===== src/hdl/i2c_master_transfer_sequencer_assert.svh =====
// ----------------------------------------------------------------------------
// I2C master transfer sequencer - assertion macros
// Shorthand for concurrent checks clocked on clk, with and without reset gating.
// ----------------------------------------------------------------------------
`ifndef I2C_MASTER_TRANSFER_SEQUENCER_ASSERT_SVH
`define I2C_MASTER_TRANSFER_SEQUENCER_ASSERT_SVH

// check that is masked while arst_n is low
`define I2CMS_ASSERT(lbl, prop, msg) \
	lbl: assert property (@(posedge clk) disable iff (!arst_n) prop) else $error(msg);

// check that holds at every edge, reset included
`define I2CMS_ASSERT_ALWAYS(lbl, prop, msg) \
	lbl: assert property (@(posedge clk) prop) else $error(msg);

`endif


===== src/hdl/i2cms_pkg.sv =====
// ----------------------------------------------------------------------------
// I2C master transfer sequencer - package
// Request kinds, bus status codes and the request and result beat layouts.
// ----------------------------------------------------------------------------
package i2cms_pkg;

	// request kinds
	typedef enum logic [1:0] {
		REQ_LOAD   = 2'd0,
		REQ_START  = 2'd1,
		REQ_STATUS = 2'd2,
		REQ_READ   = 2'd3
	} req_kind_t;

	// master status codes reported by the bus engine
	localparam logic [7:0] ST_START        = 8'h08;
	localparam logic [7:0] ST_RESTART      = 8'h10;
	localparam logic [7:0] ST_SLA_W_ACK    = 8'h18;
	localparam logic [7:0] ST_SLA_W_NACK   = 8'h20;
	localparam logic [7:0] ST_DATA_TX_ACK  = 8'h28;
	localparam logic [7:0] ST_DATA_TX_NACK = 8'h30;
	localparam logic [7:0] ST_ARB_LOST     = 8'h38;
	localparam logic [7:0] ST_SLA_R_ACK    = 8'h40;
	localparam logic [7:0] ST_SLA_R_NACK   = 8'h48;
	localparam logic [7:0] ST_DATA_RX_ACK  = 8'h50;
	localparam logic [7:0] ST_DATA_RX_NACK = 8'h58;

	// request beat
	typedef struct packed {
		req_kind_t   req_type;
		logic [4:0]  buffer_index;
		logic [7:0]  load_byte;
		logic [7:0]  start_address;
		logic [5:0]  transfer_length;
		logic [7:0]  bus_status;
		logic [7:0]  rx_byte;
	} req_t;

	// result beat
	typedef struct packed {
		logic        data_write;
		logic [7:0]  tx_value;
		logic        start_set;
		logic        start_clear;
		logic        stop_set;
		logic        ack_set;
		logic        ack_clear;
		logic        done_res;
		logic        ok;
		logic [7:0]  read_value;
	} rsp_t;

endpackage


===== src/hdl/i2cms_stream_if.sv =====
// ----------------------------------------------------------------------------
// I2C master transfer sequencer - stream interface
// Valid/ready channel carrying one beat of a given payload type.
// ----------------------------------------------------------------------------
interface i2cms_stream_if #(
	parameter type data_t = logic
);
	logic  valid;
	logic  ready;
	data_t data;

	modport source (output valid, output data, input ready);
	modport sink   (input valid, input data, output ready);
endinterface


===== src/hdl/i2c_master_transfer_sequencer.sv =====
// ----------------------------------------------------------------------------
// I2C master transfer sequencer - top level
// Turns bus-engine status beats into engine control actions and keeps the
// transfer byte buffer.
// ----------------------------------------------------------------------------
// The block takes one request beat per clock unless the output is stalled, and
// returns exactly one result beat for each, through stage 1 and the output register.
// All per-transfer state (index, address, length, done and ok) is updated at
// the accept edge; the transfer buffer is a single-port synchronous memory
// that is read or written at that same edge, and its registered read data is
// merged into the result in the next stage, then held in an output register.
// With the output stalled, one more request is still taken into the first
// stage. Buffer entries come up undefined: read only what was loaded or
// received since reset. There is no clearing pass after reset.
module i2c_master_transfer_sequencer #(
	parameter int BUFFER_DEPTH = 32
) (
	input  logic              clk,
	input  logic              arst_n,
	i2cms_stream_if.sink      request,
	i2cms_stream_if.source    result
);
	import i2cms_pkg::*;
	`include "i2c_master_transfer_sequencer_assert.svh"

	localparam int CNT_W  = $clog2(BUFFER_DEPTH + 1);
	localparam int ADDR_W = (BUFFER_DEPTH > 1) ? $clog2(BUFFER_DEPTH) : 1;
	localparam int CMP_W  = (CNT_W > 6) ? CNT_W : 6;
	localparam logic [CNT_W-1:0] DEPTH_N = CNT_W'(BUFFER_DEPTH);
	localparam logic [CMP_W-1:0] DEPTH_W = CMP_W'(BUFFER_DEPTH);

	// first-stage bundle: actions plus how to finish the byte fields
	typedef struct packed {
		logic        data_write;
		logic [7:0]  tx_const;
		logic        tx_from_mem;
		logic        rd_from_mem;
		logic        start_set;
		logic        start_clear;
		logic        stop_set;
		logic        ack_set;
		logic        ack_clear;
		logic        done_res;
		logic        ok;
	} stage_t;

	req_t             req;
	logic             accept;
	logic             adv_s1;

	// transfer state
	logic [CNT_W-1:0] byte_index_q, byte_index_n;
	logic [7:0]       slave_address_q, slave_address_n;
	logic [CNT_W-1:0] length_limit_q, length_limit_n;
	logic             done_flag_q, done_flag_n;
	logic             ok_flag_q, ok_flag_n;

	// buffer memory
	logic [7:0]       mem [BUFFER_DEPTH];
	logic             mem_we, mem_re;
	logic [ADDR_W-1:0] mem_addr;
	logic [7:0]       mem_wdata;
	logic [7:0]       rdata_s1;

	// pipeline
	stage_t           stage_n, stage_s1;
	logic             valid_s1_q;
	rsp_t             rsp_n, rsp_s2;
	logic             valid_s2_q;

	// helpers
	logic             bidx_ok;
	logic             idx_ok;
	logic [CNT_W-1:0] idx_inc;
	logic [ADDR_W-1:0] bidx_addr;
	logic [ADDR_W-1:0] idx_addr;
	logic [CMP_W-1:0] len_w;

	assign req    = request.data;
	assign adv_s1 = !valid_s2_q || result.ready;
	assign request.ready = !valid_s1_q || adv_s1;
	assign accept = request.valid && request.ready;

	assign bidx_ok   = CMP_W'(req.buffer_index) < DEPTH_W;
	assign bidx_addr = ADDR_W'(CMP_W'(req.buffer_index));
	assign idx_ok    = byte_index_q < DEPTH_N;
	assign idx_inc   = byte_index_q + CNT_W'(1);
	assign idx_addr  = byte_index_q[ADDR_W-1:0];
	assign len_w     = CMP_W'(req.transfer_length);

	// next transfer state, actions and buffer access for the offered beat
	always_comb begin
		byte_index_n    = byte_index_q;
		slave_address_n = slave_address_q;
		length_limit_n  = length_limit_q;
		done_flag_n     = done_flag_q;
		ok_flag_n       = ok_flag_q;
		stage_n         = '0;
		mem_we          = 1'b0;
		mem_re          = 1'b0;
		mem_addr        = bidx_addr;
		mem_wdata       = req.load_byte;
		case (req.req_type)
			REQ_LOAD: begin
				mem_we = bidx_ok;
			end
			REQ_START: begin
				slave_address_n   = req.start_address;
				length_limit_n    = (len_w > DEPTH_W) ? DEPTH_N : CNT_W'(len_w);
				byte_index_n      = '0;
				done_flag_n       = 1'b0;
				ok_flag_n         = 1'b0;
				stage_n.start_set = 1'b1;
			end
			REQ_READ: begin
				mem_re              = bidx_ok;
				stage_n.rd_from_mem = bidx_ok;
			end
			REQ_STATUS: begin
				mem_addr  = idx_addr;
				mem_wdata = req.rx_byte;
				case (req.bus_status)
					ST_START: begin
						stage_n.data_write  = 1'b1;
						stage_n.tx_const    = slave_address_q;
						stage_n.start_clear = 1'b1;
						if (byte_index_q >= length_limit_q) begin
							stage_n.stop_set = 1'b1;
							done_flag_n      = 1'b1;
						end
					end
					ST_RESTART: begin
						byte_index_n        = '0;
						stage_n.data_write  = 1'b1;
						stage_n.tx_const    = slave_address_q;
						stage_n.start_clear = 1'b1;
					end
					ST_SLA_W_ACK: begin
						stage_n.data_write  = 1'b1;
						mem_re              = idx_ok;
						stage_n.tx_from_mem = idx_ok;
						if (idx_ok)
							byte_index_n = idx_inc;
					end
					ST_DATA_TX_ACK: begin
						if (byte_index_q >= length_limit_q) begin
							stage_n.stop_set = 1'b1;
							done_flag_n      = 1'b1;
							ok_flag_n        = 1'b1;
						end else begin
							stage_n.data_write  = 1'b1;
							mem_re              = idx_ok;
							stage_n.tx_from_mem = idx_ok;
							if (idx_ok)
								byte_index_n = idx_inc;
						end
					end
					ST_ARB_LOST: begin
						stage_n.start_set = 1'b1;
					end
					ST_SLA_R_ACK: begin
						stage_n.ack_set = 1'b1;
					end
					ST_DATA_RX_ACK: begin
						mem_we = idx_ok;
						if (idx_ok)
							byte_index_n = idx_inc;
						if (byte_index_n >= length_limit_q)
							stage_n.ack_clear = 1'b1;
						else
							stage_n.ack_set = 1'b1;
					end
					ST_DATA_RX_NACK: begin
						stage_n.stop_set = 1'b1;
						done_flag_n      = 1'b1;
						ok_flag_n        = 1'b1;
					end
					ST_SLA_W_NACK, ST_DATA_TX_NACK, ST_SLA_R_NACK: begin
						stage_n.stop_set = 1'b1;
						done_flag_n      = 1'b1;
					end
					default: begin
						// unknown code ends the transfer, ok untouched
						stage_n.stop_set = 1'b1;
						done_flag_n      = 1'b1;
					end
				endcase
			end
			default: begin
			end
		endcase
		stage_n.done_res = done_flag_n;
		stage_n.ok       = ok_flag_n;
	end

	// transfer state registers
	always_ff @(posedge clk or negedge arst_n) begin
		if (!arst_n) begin
			byte_index_q    <= '0;
			slave_address_q <= '0;
			length_limit_q  <= '0;
			done_flag_q     <= 1'b0;
			ok_flag_q       <= 1'b0;
		end else if (accept) begin
			byte_index_q    <= byte_index_n;
			slave_address_q <= slave_address_n;
			length_limit_q  <= length_limit_n;
			done_flag_q     <= done_flag_n;
			ok_flag_q       <= ok_flag_n;
		end
	end

	// buffer memory, accessed at the accept edge
	always_ff @(posedge clk) begin
		if (accept && mem_we)
			mem[mem_addr] <= mem_wdata;
		if (accept && mem_re)
			rdata_s1 <= mem[mem_addr];
	end

	// stage 1 control
	always_ff @(posedge clk or negedge arst_n) begin
		if (!arst_n)
			valid_s1_q <= 1'b0;
		else if (accept)
			valid_s1_q <= 1'b1;
		else if (adv_s1)
			valid_s1_q <= 1'b0;
	end

	always_ff @(posedge clk) begin
		if (accept)
			stage_s1 <= stage_n;
	end

	// merge registered buffer data into the result
	always_comb begin
		rsp_n.data_write  = stage_s1.data_write;
		rsp_n.tx_value    = stage_s1.tx_from_mem ? rdata_s1 : stage_s1.tx_const;
		rsp_n.start_set   = stage_s1.start_set;
		rsp_n.start_clear = stage_s1.start_clear;
		rsp_n.stop_set    = stage_s1.stop_set;
		rsp_n.ack_set     = stage_s1.ack_set;
		rsp_n.ack_clear   = stage_s1.ack_clear;
		rsp_n.done_res    = stage_s1.done_res;
		rsp_n.ok          = stage_s1.ok;
		rsp_n.read_value  = stage_s1.rd_from_mem ? rdata_s1 : 8'h00;
	end

	// output register
	always_ff @(posedge clk or negedge arst_n) begin
		if (!arst_n)
			valid_s2_q <= 1'b0;
		else if (adv_s1)
			valid_s2_q <= valid_s1_q;
	end

	always_ff @(posedge clk) begin
		if (adv_s1 && valid_s1_q)
			rsp_s2 <= rsp_n;
	end

	assign result.valid = valid_s2_q;
	assign result.data  = rsp_s2;

	// checks
	`I2CMS_ASSERT_ALWAYS(a_index_bound, byte_index_q <= DEPTH_N, "byte index beyond buffer")
	`I2CMS_ASSERT_ALWAYS(a_ok_needs_done, ok_flag_q |-> done_flag_q, "ok set without done")
	`I2CMS_ASSERT(a_start_clears, (accept && req.req_type == REQ_START) |=> (byte_index_q == '0 && !done_flag_q && !ok_flag_q), "start beat did not clear transfer state")
	`I2CMS_ASSERT(a_s1_moves, (valid_s1_q && adv_s1) |=> valid_s2_q, "stage 1 beat lost on advance")

endmodule


===== src/flat_wrapper.sv =====
// flat-port wrapper written by rule: the top's interface ports become plain ports
module i2c_master_transfer_sequencer_flat import i2cms_pkg::*;
#(
	parameter int BUFFER_DEPTH = 32
)
  (clk, arst_n, request_valid, request_data, request_ready, result_valid, result_data, result_ready);
  i2cms_stream_if #(.data_t(req_t)) request_i ();
  i2cms_stream_if #(.data_t(rsp_t)) result_i ();
  input  logic clk;
  input  logic arst_n;
  input wire logic [$bits(request_i.valid)-1:0] request_valid;
  input wire logic [$bits(request_i.data)-1:0] request_data;
  output wire logic [$bits(request_i.ready)-1:0] request_ready;
  output wire logic [$bits(result_i.valid)-1:0] result_valid;
  output wire logic [$bits(result_i.data)-1:0] result_data;
  input wire logic [$bits(result_i.ready)-1:0] result_ready;
  assign request_i.valid = request_valid;
  assign request_i.data = request_data;
  assign request_ready = request_i.ready;
  assign result_valid = result_i.valid;
  assign result_data = result_i.data;
  assign result_i.ready = result_ready;
  i2c_master_transfer_sequencer #(.BUFFER_DEPTH(BUFFER_DEPTH)) u_core (.clk(clk), .arst_n(arst_n), .request(request_i), .result(result_i));
endmodule

===== config.mk =====
export PLATFORM = sky130hd
export DESIGN_NAME = i2c_master_transfer_sequencer_flat
export DESIGN_NICKNAME = d
export VERILOG_FILES = /design/src/hdl/i2cms_pkg.sv /design/src/hdl/i2cms_stream_if.sv /design/src/hdl/i2c_master_transfer_sequencer.sv /design/src/flat_wrapper.sv
export VERILOG_INCLUDE_DIRS = /design/src /design/src/hdl
export SDC_FILE = /design/constraint.sdc
export NUM_CORES = 1
export LEC_CHECK = 0
export ABC_AREA = 1
export BUFFER_PORTS_ARGS = -buffer_cell sky130_fd_sc_hd__clkbuf_2
export CORE_MARGIN = 1.5
export CORE_UTILIZATION = 40
export CTS_CLUSTER_DIAMETER = 80
export DETAILED_ROUTE_END_ITERATION = 8
export GPL_ROUTABILITY_DRIVEN = 0
export SLEW_MARGIN = 25
export SYNTH_ARGS = -nofsm -noshare
export SYNTH_HDL_FRONTEND = slang
export SYNTH_SLANG_ARGS = --single-unit

===== constraint.sdc =====
create_clock -name clk -period 6.1 [get_ports clk]
set_input_delay 1.22 -clock clk [delete_from_list [all_inputs] [get_ports clk]]
set_output_delay 1.22 -clock clk [all_outputs]
set_load 0.05 [all_outputs]

# Word-level counts from Yosys, hierarchy flattened
# Memory sizes are Yosys's and may differ from the RTL's. A register that Yosys moved wholly into a read port is not among the register bits.
# Cells that the tools add are included.
# op_classes
n_eq_ne	13
n_lt_le_gt_ge	4
n_mux	36
n_reduce_logical	19
add_sub_neg	1
# op_table
op	n
6-bit 2-to-1 mux	5
8-bit by 7-bit equality test with 1-bit output, second input constant	3
6-bit one-hot mux with 4 select lines	1
1-bit one-hot mux with 2 select lines	11
8-bit by 5-bit equality test with 1-bit output, second input constant	2
8-bit by 6-bit equality test with 1-bit output, second input constant	2
8-bit 2-to-1 mux	2
1-bit 2-to-1 mux	15
6-bit >= comparator	2
6-bit one-hot mux with 2 select lines	1
8-bit by 4-bit equality test with 1-bit output, second input constant	1
6-bit by 1-bit adder with 6-bit output, second input constant	1
6-bit > comparator, second input constant	1
6-bit < comparator, second input constant	1
2-bit AND reduction	3
5-bit 2-to-1 mux	1
5-bit inequality test, second input constant	1
5-bit OR reduction	1
2-bit equality test, second input constant	2
1-bit logical AND	4
4-bit AND reduction	1
2-bit nonzero test	2
2-bit OR reduction	2
3-bit inequality test, second input constant	1
5 further kinds	7
# word_totals
input_bits	49
wordCells	102
mem_count	1
output_inout_bits	26
register_bits	66
mem_bits_rw	256
# memory_table
memory	depth	width	read_ports	rd_ports_with_merged_regs	wr	line	rtl
u_core.mem	32	8	1	1	1	i2c_master_transfer_sequencer.sv:59	logic [7:0] mem [BUFFER_DEPTH];

# Depth between registers and ports, before layout
# Gate-level depths: netlist of the first run.
# logic_depth
ltp_word	7
ltp_mapped	16

# Least setup slack after synthesis of the first run
# OpenSTA, ideal clock, no wires.
# synth_path
path_type	in2reg
startpoint	input result_ready
endpoint	memory u_core.mem[28][0], enable pin
n_path_buf	0
cell_stages	6
required_time_ps	5717
setup_time_ps	383
path_slack_ps	2482
arrival_ps	3234
path_cell_list	inv_1 > nand3_1 > nand2_1 > clkinv_1 > nand2_1 > nor3_1
# synth_between
elab_chain_len	6
# synth_rtl
item	line	rtl
start, declared	flat_wrapper.sv:16	input wire logic [$bits(result_i.ready)-1:0] result_ready;
1-bit logical OR	i2c_master_transfer_sequencer.sv:80	assign adv_s1 = !valid_s2_q || result.ready;
1-bit logical OR	i2c_master_transfer_sequencer.sv:81	assign request.ready = !valid_s1_q || adv_s1;
named net request_ready	flat_wrapper.sv:13	output wire logic [$bits(request_i.ready)-1:0] request_ready;
1-bit logical AND	i2c_master_transfer_sequencer.sv:82	assign accept = request.valid && request.ready;
named net u_core.accept	i2c_master_transfer_sequencer.sv:48	logic accept;
1-bit logical AND	i2c_master_transfer_sequencer.sv:215	if (accept && mem_we)
1-bit 2-to-1 mux	i2c_master_transfer_sequencer.sv:215	
1-bit 2-to-1 mux (not written as such)	i2c_master_transfer_sequencer.sv:216	mem[mem_addr] <= mem_wdata;
end, declared	i2c_master_transfer_sequencer.sv:59	
# The timed path passes the listed nets, and every way through them passes these cells.

# Worst setup path after layout of the first run
# layout_path
startpoint	input request_data[43]
endpoint	memory u_core.mem[8][6], enable pin
# layout_between
elab_chain_len	5
word_cells_on_any_way	7
# layout_rtl
item	line	rtl
start, declared	flat_wrapper.sv:12	input wire logic [$bits(request_i.data)-1:0] request_data;
2-bit equality test or 2-bit zero test (tied branches)	i2c_master_transfer_sequencer.sv:103	case (req.req_type)
1-bit one-hot mux with 2 select lines	i2c_master_transfer_sequencer.sv:103	
1-bit logical AND	i2c_master_transfer_sequencer.sv:215	
1-bit 2-to-1 mux	i2c_master_transfer_sequencer.sv:215	
1-bit 2-to-1 mux (not written as such)	i2c_master_transfer_sequencer.sv:216	
# Several ways; a longest one is shown, not always the timed one.

==> impl_metrics.xml, run 1 <==
<?xml version="1.0" encoding="UTF-8"?>
<metrics>
  <group name="worst_hold_path">
    <metric name="hold-path-cell-count" unit="">0</metric>
    <metric name="worstHoldPathType" unit="">register to register</metric>
  </group>
  <group name="worst_setup_path">
    <metric name="timing.critical_path.max_delay_family" unit="">simple AND/OR/NAND/NOR gates</metric>
    <metric name="critPathSlowestCell" unit="">nor3_2</metric>
    <metric name="r2r-end" unit="">u_core.rdata_s1[4]</metric>
    <metric name="timing.critical_path.to_type" unit="">register</metric>
    <metric name="cp.arrival" unit="ns">4.41</metric>
    <metric name="timing_worst_setup_path_type" unit="">primary input to register</metric>
    <metric name="ff2ff_setup_slack" unit="ns">2.93</metric>
    <metric name="cp_slowest_stage_delay" unit="ns">0.68</metric>
    <metric name="worst_setup_path_start_kind" unit="">primary input</metric>
    <metric name="worstReg2RegStart" unit="">u_core.byte_index_q[0]</metric>
    <metric name="worst-path-stages" unit="">9</metric>
    <metric name="r2r_cells" unit="">12</metric>
    <metric name="worstPathBufferInverterCount" unit="">4</metric>
    <metric name="critical_path_peak_fanout" unit="">39</metric>
    <metric name="setup_crit_start" unit="">request_data[43]</metric>
    <metric name="worstPathRequired" unit="ns">6.25</metric>
    <metric name="endpoint" unit="">u_core.mem[8][6]</metric>
    <metric name="cp_cell_sequence" unit="">clkbuf_2 -&gt; inv_1 -&gt; ha_1 -&gt; inv_2 -&gt; or2_1 -&gt; o21ai_4 -&gt; buf_4 -&gt; nand2_2 -&gt; nor3_2</metric>
  </group>
  <group name="cells_and_area">
    <metric name="fraction_of_final_layout_cells_with_drive_strength_greater_than_1" unit="%">12.93</metric>
    <metric name="nNetsFinal" unit="">1593</metric>
    <metric name="flow.area_growth_from_synthesis" unit="%">13.04</metric>
    <metric name="diodes" unit="">0</metric>
  </group>
  <group name="cts">
    <metric name="clock-root-buffer" unit="">clkbuf_16</metric>
    <metric name="ctsLongestPathBuffers" unit="">3</metric>
    <metric name="cts.htree.levels" unit="">2</metric>
    <metric name="clk_transition_reported_paths" unit="ns">0.05</metric>
    <metric name="numClockSinks" unit="">330</metric>
    <metric name="cts_resized" unit="">0</metric>
    <metric name="inserted_clock_buffers" unit="">38</metric>
    <metric name="postCtsSetupRepairBufs" unit="">0</metric>
    <metric name="cts_tree" unit="">done</metric>
    <metric name="clk_latency" unit="ns">0.52</metric>
    <metric name="ctsHoldBuffers" unit="">0</metric>
  </group>
  <group name="sta">
    <metric name="final.period_utilization" unit="%">69.80</metric>
    <metric name="slew_of_the_pin_with_the_lowest_slew_margin" unit="ns">0.9906</metric>
    <metric name="setup_violations" unit="">0</metric>
    <metric name="final_hold_violations" unit="">0</metric>
    <metric name="timing_max_transition_violations_final" unit="">0</metric>
    <metric name="max-slew-margin-rel" unit="%">33.96</metric>
    <metric name="maxClockFrequency" unit="GHz">0.2349</metric>
    <metric name="timing.hold.ws" unit="ns">0.4172</metric>
    <metric name="final_period_minus_worst_setup_slack" unit="ns">4.258</metric>
    <metric name="finalSetupTns" unit="ns">0</metric>
    <metric name="rsz0062_at_grt" unit="">no</metric>
    <metric name="skew" unit="ns">0.01505</metric>
  </group>
  <group name="pwr">
    <metric name="cell_pwr_density" unit="nW/um^2">315.5</metric>
    <metric name="vdd.ir_drop.worst" unit="mV">0.1928</metric>
    <metric name="static-leakage-power" unit="nW">7.147</metric>
  </group>
  <group name="yosys">
    <metric name="synth.cells.most_frequent" unit="">800 x nand2_1, 306 x edfxtp_1, 76 x nor2_1</metric>
    <metric name="yosys.area.top_type" unit="">edfxtp_1</metric>
    <metric name="avgSynthCellArea" unit="um^2">10.13</metric>
    <metric name="netlist_top_cells_area" unit="">edfxtp_1 63%, nand2_1 20%, dfrtp_1 4.1%</metric>
    <metric name="ys_ff_latch" unit="">330</metric>
    <metric name="ys_seq_area_share" unit="%">66.75</metric>
    <metric name="ys_types" unit="">37</metric>
    <metric name="syn-cell-area" unit="um^2">14670</metric>
    <metric name="synthesis.instances" unit="">1447</metric>
    <metric name="ys.warnings.count" unit="">0</metric>
    <metric name="postSynth.asyncResetShare" unit="%">7.273</metric>
    <metric name="synth_enable_flop_cells" unit="">306</metric>
    <metric name="synthDominantCellAreaShare" unit="%">62.66</metric>
    <metric name="syn_nets" unit="">1513</metric>
    <metric name="post-synth-top-count-cell" unit="">nand2_1</metric>
    <metric name="dominantRegCellSynth" unit="">edfxtp_1</metric>
  </group>
  <group name="detailed_routing">
    <metric name="detail-route-antenna-nets" unit="">0</metric>
    <metric name="drtPass1Iterations" unit="">5</metric>
    <metric name="number_of_design_rule_violations_left_after_detail_routing" unit="">0</metric>
    <metric name="drt_iter0_markers" unit="">726</metric>
    <metric name="drt-wirelength-per-cell" unit="um">17.17</metric>
    <metric name="vias" unit="">9881</metric>
    <metric name="avgViaCountPerCell" unit="">4.904</metric>
    <metric name="routed_wirelength" unit="um">34600</metric>
  </group>
  <group name="run_status">
    <metric name="run_status" unit="">finished, final reports clean</metric>
  </group>
  <group name="global_routing">
    <metric name="first_global_vias" unit="">9604</metric>
    <metric name="grt_overflow" unit="">0</metric>
    <metric name="antenna_found_initial" unit="">0</metric>
    <metric name="grt_max_degree" unit="">89</metric>
    <metric name="grt_first_pass_wirelength" unit="um">54500</metric>
    <metric name="overall_global_routing_usage" unit="%">18.60</metric>
  </group>
  <group name="floorplan">
    <metric name="die_area" unit="um^2">37820</metric>
    <metric name="fp.dieW" unit="um">194.5</metric>
    <metric name="die-height" unit="um">194.5</metric>
    <metric name="core_area" unit="um^2">35830</metric>
    <metric name="io-pin-count" unit="">75</metric>
    <metric name="floorplan.initialDensity" unit="%">40.93</metric>
    <metric name="std_cell_rows" unit="">69</metric>
  </group>
  <group name="placement">
    <metric name="placement.io_buffers" unit="">74</metric>
    <metric name="post-dp-hpwl" unit="um">21400</metric>
  </group>
  <group name="job">
    <metric name="timing.max_cap.violations" unit="">0</metric>
  </group>
</metrics>
-- registers in the layout, indices dropped and copies added (netlist names), 6 cells and up --
register and flops:
u_core.byte_index_q 6, u_core.length_limit_q 6, u_core.mem 256, u_core.rdata_s1 8
u_core.result.data 24, u_core.rsp_n 8, u_core.slave_address_q 8, u_core.stage_s1 10
-- logic make-up after synthesis --
logic type / share of synthesized area, %
AND/OR/NAND/NOR: 25.23
XOR/XNOR: 0.1195
buffers and inverters: 4.402
multiplexers: 0.6143
AO/OA/AOI/OAI: 1.433
flip-flops: 66.75
adder cells (fa/ha/maj): 1.450
-- layer usage --
| metal | vias up | share of wire, % | global-route usage, % | wire (um) |
|---|---|---|---|---|
| li1 | 4848 | - | - | - |
| met3 | 72 | 6.5 | 3.418 | 2254 |
| met2 | 338 | 47 | 30.68 | 16280 |
| met1 | 4623 | 44 | 24.89 | 15120 |
| met4 | 0 | 2.7 | 6.019 | 945 |
| met5 | - | 0 | 0 | 0 |
-- cell type report --
type                       count  area [um^2]
timing repair buffer          91        498.0
tap                          461        576.8
clock buffer                  45        998.5
fill                        3310        19250
inverter                      73        282.8
clock inverter                22        167.7
multi-input combinational    993         4265
sequential                   330         9789
-- cell usage in the layout (no fill, tap or decap), types with 2 or more instances in the layout --
master / count
inv_6: 2
mux2_2: 8
o21ai_4: 4
nand3_1: 20
nor2_1: 76
inv_4: 3
nor2_2: 2
ha_1: 17
nand3_2: 3
edfxtp_1: 306
nand3b_1: 3
clkbuf_16: 39
clkinv_2: 11
a21oi_2: 2
nor3_4: 5
bufinv_16: 2
nor3_2: 3
nand4_1: 6
inv_2: 9
o21ai_0: 15
nand2_2: 11
clkbuf_1: 6
nand2_1: 794
inv_1: 58
clkinv_4: 2
nor3_1: 6
a21oi_1: 7
clkinv_1: 8
clkbuf_2: 74
buf_4: 17
dfrtp_1: 24
-- per-stage QoR --
step	total power, W	instances	util, %	setup WS (ns)	area, um^2
final	0.005230	2015	46.27	1.842	16580
after global routing	0.005418	2015	46.27	1.533	16580
after CTS	0.005270	2015	46.26	1.853	16570
after detailed placement	0.003137	1948	43.01	1.319	15410
after global placement	0.003130	1948	43.01	1.316	15410
after floorplan	0.002976	1447	-	2.482	14670
-- report_power, final --
group          total [W]  internal [W]  switching, W
logic           0.000510      0.000120      0.000390
registers        0.00258       0.00256     0.0000204
clock network    0.00214       0.00126      0.000887
total            0.00523       0.00393       0.00130
-- how the worst min path moves through the flow --
| stage | start | slack (ns) | end |
|---|---|---|---|
| after global placement | u_core.rsp_n[11] | 0.40 | u_core.result.data[11] |
| after global routing | u_core.rsp_n[12] | 0.43 | u_core.result.data[12] |
| after detailed placement | u_core.rsp_n[12] | 0.41 | u_core.result.data[12] |
| final | u_core.rsp_n[12] | 0.42 | u_core.result.data[12] |
| after CTS | u_core.rsp_n[12] | 0.42 | u_core.result.data[12] |
| after floorplan | u_core.rsp_n[10] | 0.40 | u_core.result.data[10] |
No activity file was read; power rests on OpenSTA's default activity.
==> inputs of run 2 (changes only) <==
==> constraint.sdc (replaced) <==
create_clock -name clk -period 4.2 [get_ports clk]
set_input_delay 0.84 -clock clk [delete_from_list [all_inputs] [get_ports clk]]
set_output_delay 0.84 -clock clk [all_outputs]
set_load 0.05 [all_outputs]
==> impl_metrics.xml, run 2 (same netlist as run 1, synthesis figures left out) <==
<?xml version="1.0" encoding="UTF-8"?>
<metrics>
  <group name="run_status">
    <metric name="run_status" unit="">finished, final reports clean</metric>
  </group>
  <group name="cts">
    <metric name="ctsHoldBuffers" unit="">0</metric>
    <metric name="ctsLongestPathBuffers" unit="">3</metric>
    <metric name="postCtsSetupRepairBufs" unit="">0</metric>
    <metric name="cts_resized" unit="">0</metric>
    <metric name="inserted_clock_buffers" unit="">37</metric>
    <metric name="clk_latency" unit="ns">0.52</metric>
    <metric name="cts.htree.levels" unit="">2</metric>
    <metric name="cts_tree" unit="">done</metric>
    <metric name="clk_transition_reported_paths" unit="ns">0.06</metric>
    <metric name="clock-root-buffer" unit="">clkbuf_16</metric>
    <metric name="numClockSinks" unit="">330</metric>
  </group>
  <group name="global_routing">
    <metric name="grt_first_pass_wirelength" unit="um">52940</metric>
    <metric name="grt_max_degree" unit="">127</metric>
    <metric name="antenna_found_initial" unit="">0</metric>
    <metric name="grt_overflow" unit="">0</metric>
    <metric name="first_global_vias" unit="">9564</metric>
    <metric name="overall_global_routing_usage" unit="%">18.00</metric>
  </group>
  <group name="pwr">
    <metric name="total_power" unit="W">0.007559</metric>
    <metric name="vdd.ir_drop.worst" unit="mV">0.2625</metric>
    <metric name="static-leakage-power" unit="nW">7.169</metric>
    <metric name="cell_pwr_density" unit="nW/um^2">454.5</metric>
  </group>
  <group name="floorplan">
    <metric name="core_area" unit="um^2">35830</metric>
    <metric name="die_area" unit="um^2">37820</metric>
    <metric name="std_cell_rows" unit="">69</metric>
    <metric name="die-height" unit="um">194.5</metric>
    <metric name="floorplan.initialDensity" unit="%">40.93</metric>
    <metric name="io-pin-count" unit="">75</metric>
    <metric name="fp.dieW" unit="um">194.5</metric>
  </group>
  <group name="placement">
    <metric name="post_dp_cell_area" unit="um^2">15470</metric>
    <metric name="post-dp-hpwl" unit="um">20960</metric>
    <metric name="placement.io_buffers" unit="">74</metric>
  </group>
  <group name="cells_and_area">
    <metric name="largest_reg_flops" unit="">256</metric>
    <metric name="fraction_of_final_layout_cells_with_drive_strength_greater_than_1" unit="%">12.56</metric>
    <metric name="finish.utilization" unit="%">46.42</metric>
    <metric name="diodes" unit="">0</metric>
    <metric name="post-route-cell-area" unit="um^2">16630</metric>
    <metric name="layout_common_cells" unit="">800 x nand2_1, 306 x edfxtp_1, 76 x nor2_1</metric>
    <metric name="leading_cell_type_in_the_layout_fill_and_taps_excluded" unit="">nand2_1</metric>
    <metric name="max_flop_register" unit="">u_core.mem</metric>
    <metric name="nNetsFinal" unit="">1601</metric>
    <metric name="flow.area_growth_from_synthesis" unit="%">13.40</metric>
  </group>
  <group name="sta">
    <metric name="final.period_utilization" unit="%">77.09</metric>
    <metric name="timing_max_transition_violations_final" unit="">0</metric>
    <metric name="setup_violations" unit="">0</metric>
    <metric name="final_hold_violations" unit="">0</metric>
    <metric name="maxClockFrequency" unit="GHz">0.3088</metric>
    <metric name="slew_of_the_pin_with_the_lowest_slew_margin" unit="ns">0.9475</metric>
    <metric name="rsz0062_at_grt" unit="">no</metric>
    <metric name="skew" unit="ns">0.01881</metric>
    <metric name="finalSetupTns" unit="ns">0</metric>
    <metric name="max-slew-margin-rel" unit="%">36.84</metric>
    <metric name="final_period_minus_worst_setup_slack" unit="ns">3.238</metric>
  </group>
  <group name="job">
    <metric name="timing.max_cap.violations" unit="">0</metric>
  </group>
  <group name="detailed_routing">
    <metric name="avgViaCountPerCell" unit="">4.838</metric>
    <metric name="drt-wirelength-per-cell" unit="um">16.77</metric>
    <metric name="drtPass1Iterations" unit="">5</metric>
    <metric name="number_of_design_rule_violations_left_after_detail_routing" unit="">0</metric>
    <metric name="drt_iter0_markers" unit="">637</metric>
    <metric name="vias" unit="">9783</metric>
    <metric name="routed_wirelength" unit="um">33910</metric>
    <metric name="detail-route-antenna-nets" unit="">0</metric>
  </group>
  <group name="worst_setup_path">
    <metric name="ff2ff_setup_slack" unit="ns">1.45</metric>
    <metric name="cp_cell_sequence" unit="">clkbuf_2 -&gt; inv_1 -&gt; ha_1 -&gt; buf_4 -&gt; nand2_2 -&gt; o21ai_4 -&gt; inv_4 -&gt; nor3_4 -&gt; inv_2 -&gt; nor2_1</metric>
    <metric name="worstReg2RegStart" unit="">u_core.result.valid</metric>
    <metric name="r2r-end" unit="">u_core.mem[10][5]</metric>
    <metric name="timing.critical_path.to_type" unit="">register</metric>
    <metric name="timing_worst_setup_path_type" unit="">primary input to register</metric>
    <metric name="critical_path_peak_fanout" unit="">22</metric>
    <metric name="worstPathRequired" unit="ns">4.34</metric>
    <metric name="critPathSlowestCell" unit="">nor2_1</metric>
    <metric name="worst_setup_path_start_kind" unit="">primary input</metric>
    <metric name="cp.arrival" unit="ns">3.38</metric>
    <metric name="worst-path-stages" unit="">10</metric>
    <metric name="r2r_cells" unit="">5</metric>
    <metric name="cp_slowest_stage_delay" unit="ns">0.61</metric>
    <metric name="timing.critical_path.max_delay_family" unit="">simple AND/OR/NAND/NOR gates</metric>
    <metric name="worstPathBufferInverterCount" unit="">5</metric>
    <metric name="setup_crit_start" unit="">request_data[43]</metric>
  </group>
  <group name="worst_hold_path">
    <metric name="worstHoldPathType" unit="">primary input to async pin</metric>
  </group>
</metrics>
-- run 2: metal layers --
metal  track usage, %  routed length [um]
met1            24.39               15310
met2            29.67               15930
met3            2.811                1792
met4            5.874                 873
met5                0                   0
-- run 2: worst reg2reg max path: cells and delay by family (launching register included) --
family	cells	cell delay [ns]
simple gates	4	1.75
buf+inv	1	0.22
flops	1	0.41
-- run 2: worst max path at each step --
stage | endpoint | slack (ns)
floorplan | u_core.mem[28][0] | 0.96
global route | u_core.mem[18][1] | 0.76
detailed placement | u_core.mem[19][6] | 0.44
CTS | u_core.mem[19][1] | 0.98
finish | u_core.mem[19][7] | 0.96
global placement | u_core.mem[16][0] | 0.45
-- run 2: metrics by stage --
step	cells	setup slack [ns]	hold WS (ns)
floorplan	1447	0.9623	0.4003
global placement	1957	0.4544	0.4037
detailed placement	1957	0.4408	0.4080
CTS	2022	0.9751	0.3739
global route	2022	0.7560	0.4004
finish	2022	0.9621	0.3618
-- run 2: power breakdown --
part / total [W] / switching (W) / internal, W / leakage [nW]
combinational: 0.000742 / 0.000560 / 0.000181 / 3.51
sequential: 0.00374 / 0.0000296 / 0.00371 / 3.10
clock: 0.00307 / 0.00124 / 0.00183 / 0.556
total: 0.00756 / 0.00183 / 0.00573 / 7.17
-- run 2: area by class of cell --
cell class                      instances  area, um^2
Tap cell                              461       576.8
Multi-Input combinational cell        993        4247
Inverter                               73       282.8
Timing Repair Buffer                  100       578.1
Fill cell                            3300       19200
Clock inverter                         15       131.4
Clock buffer                           50        1026
Sequential cell                       330        9789
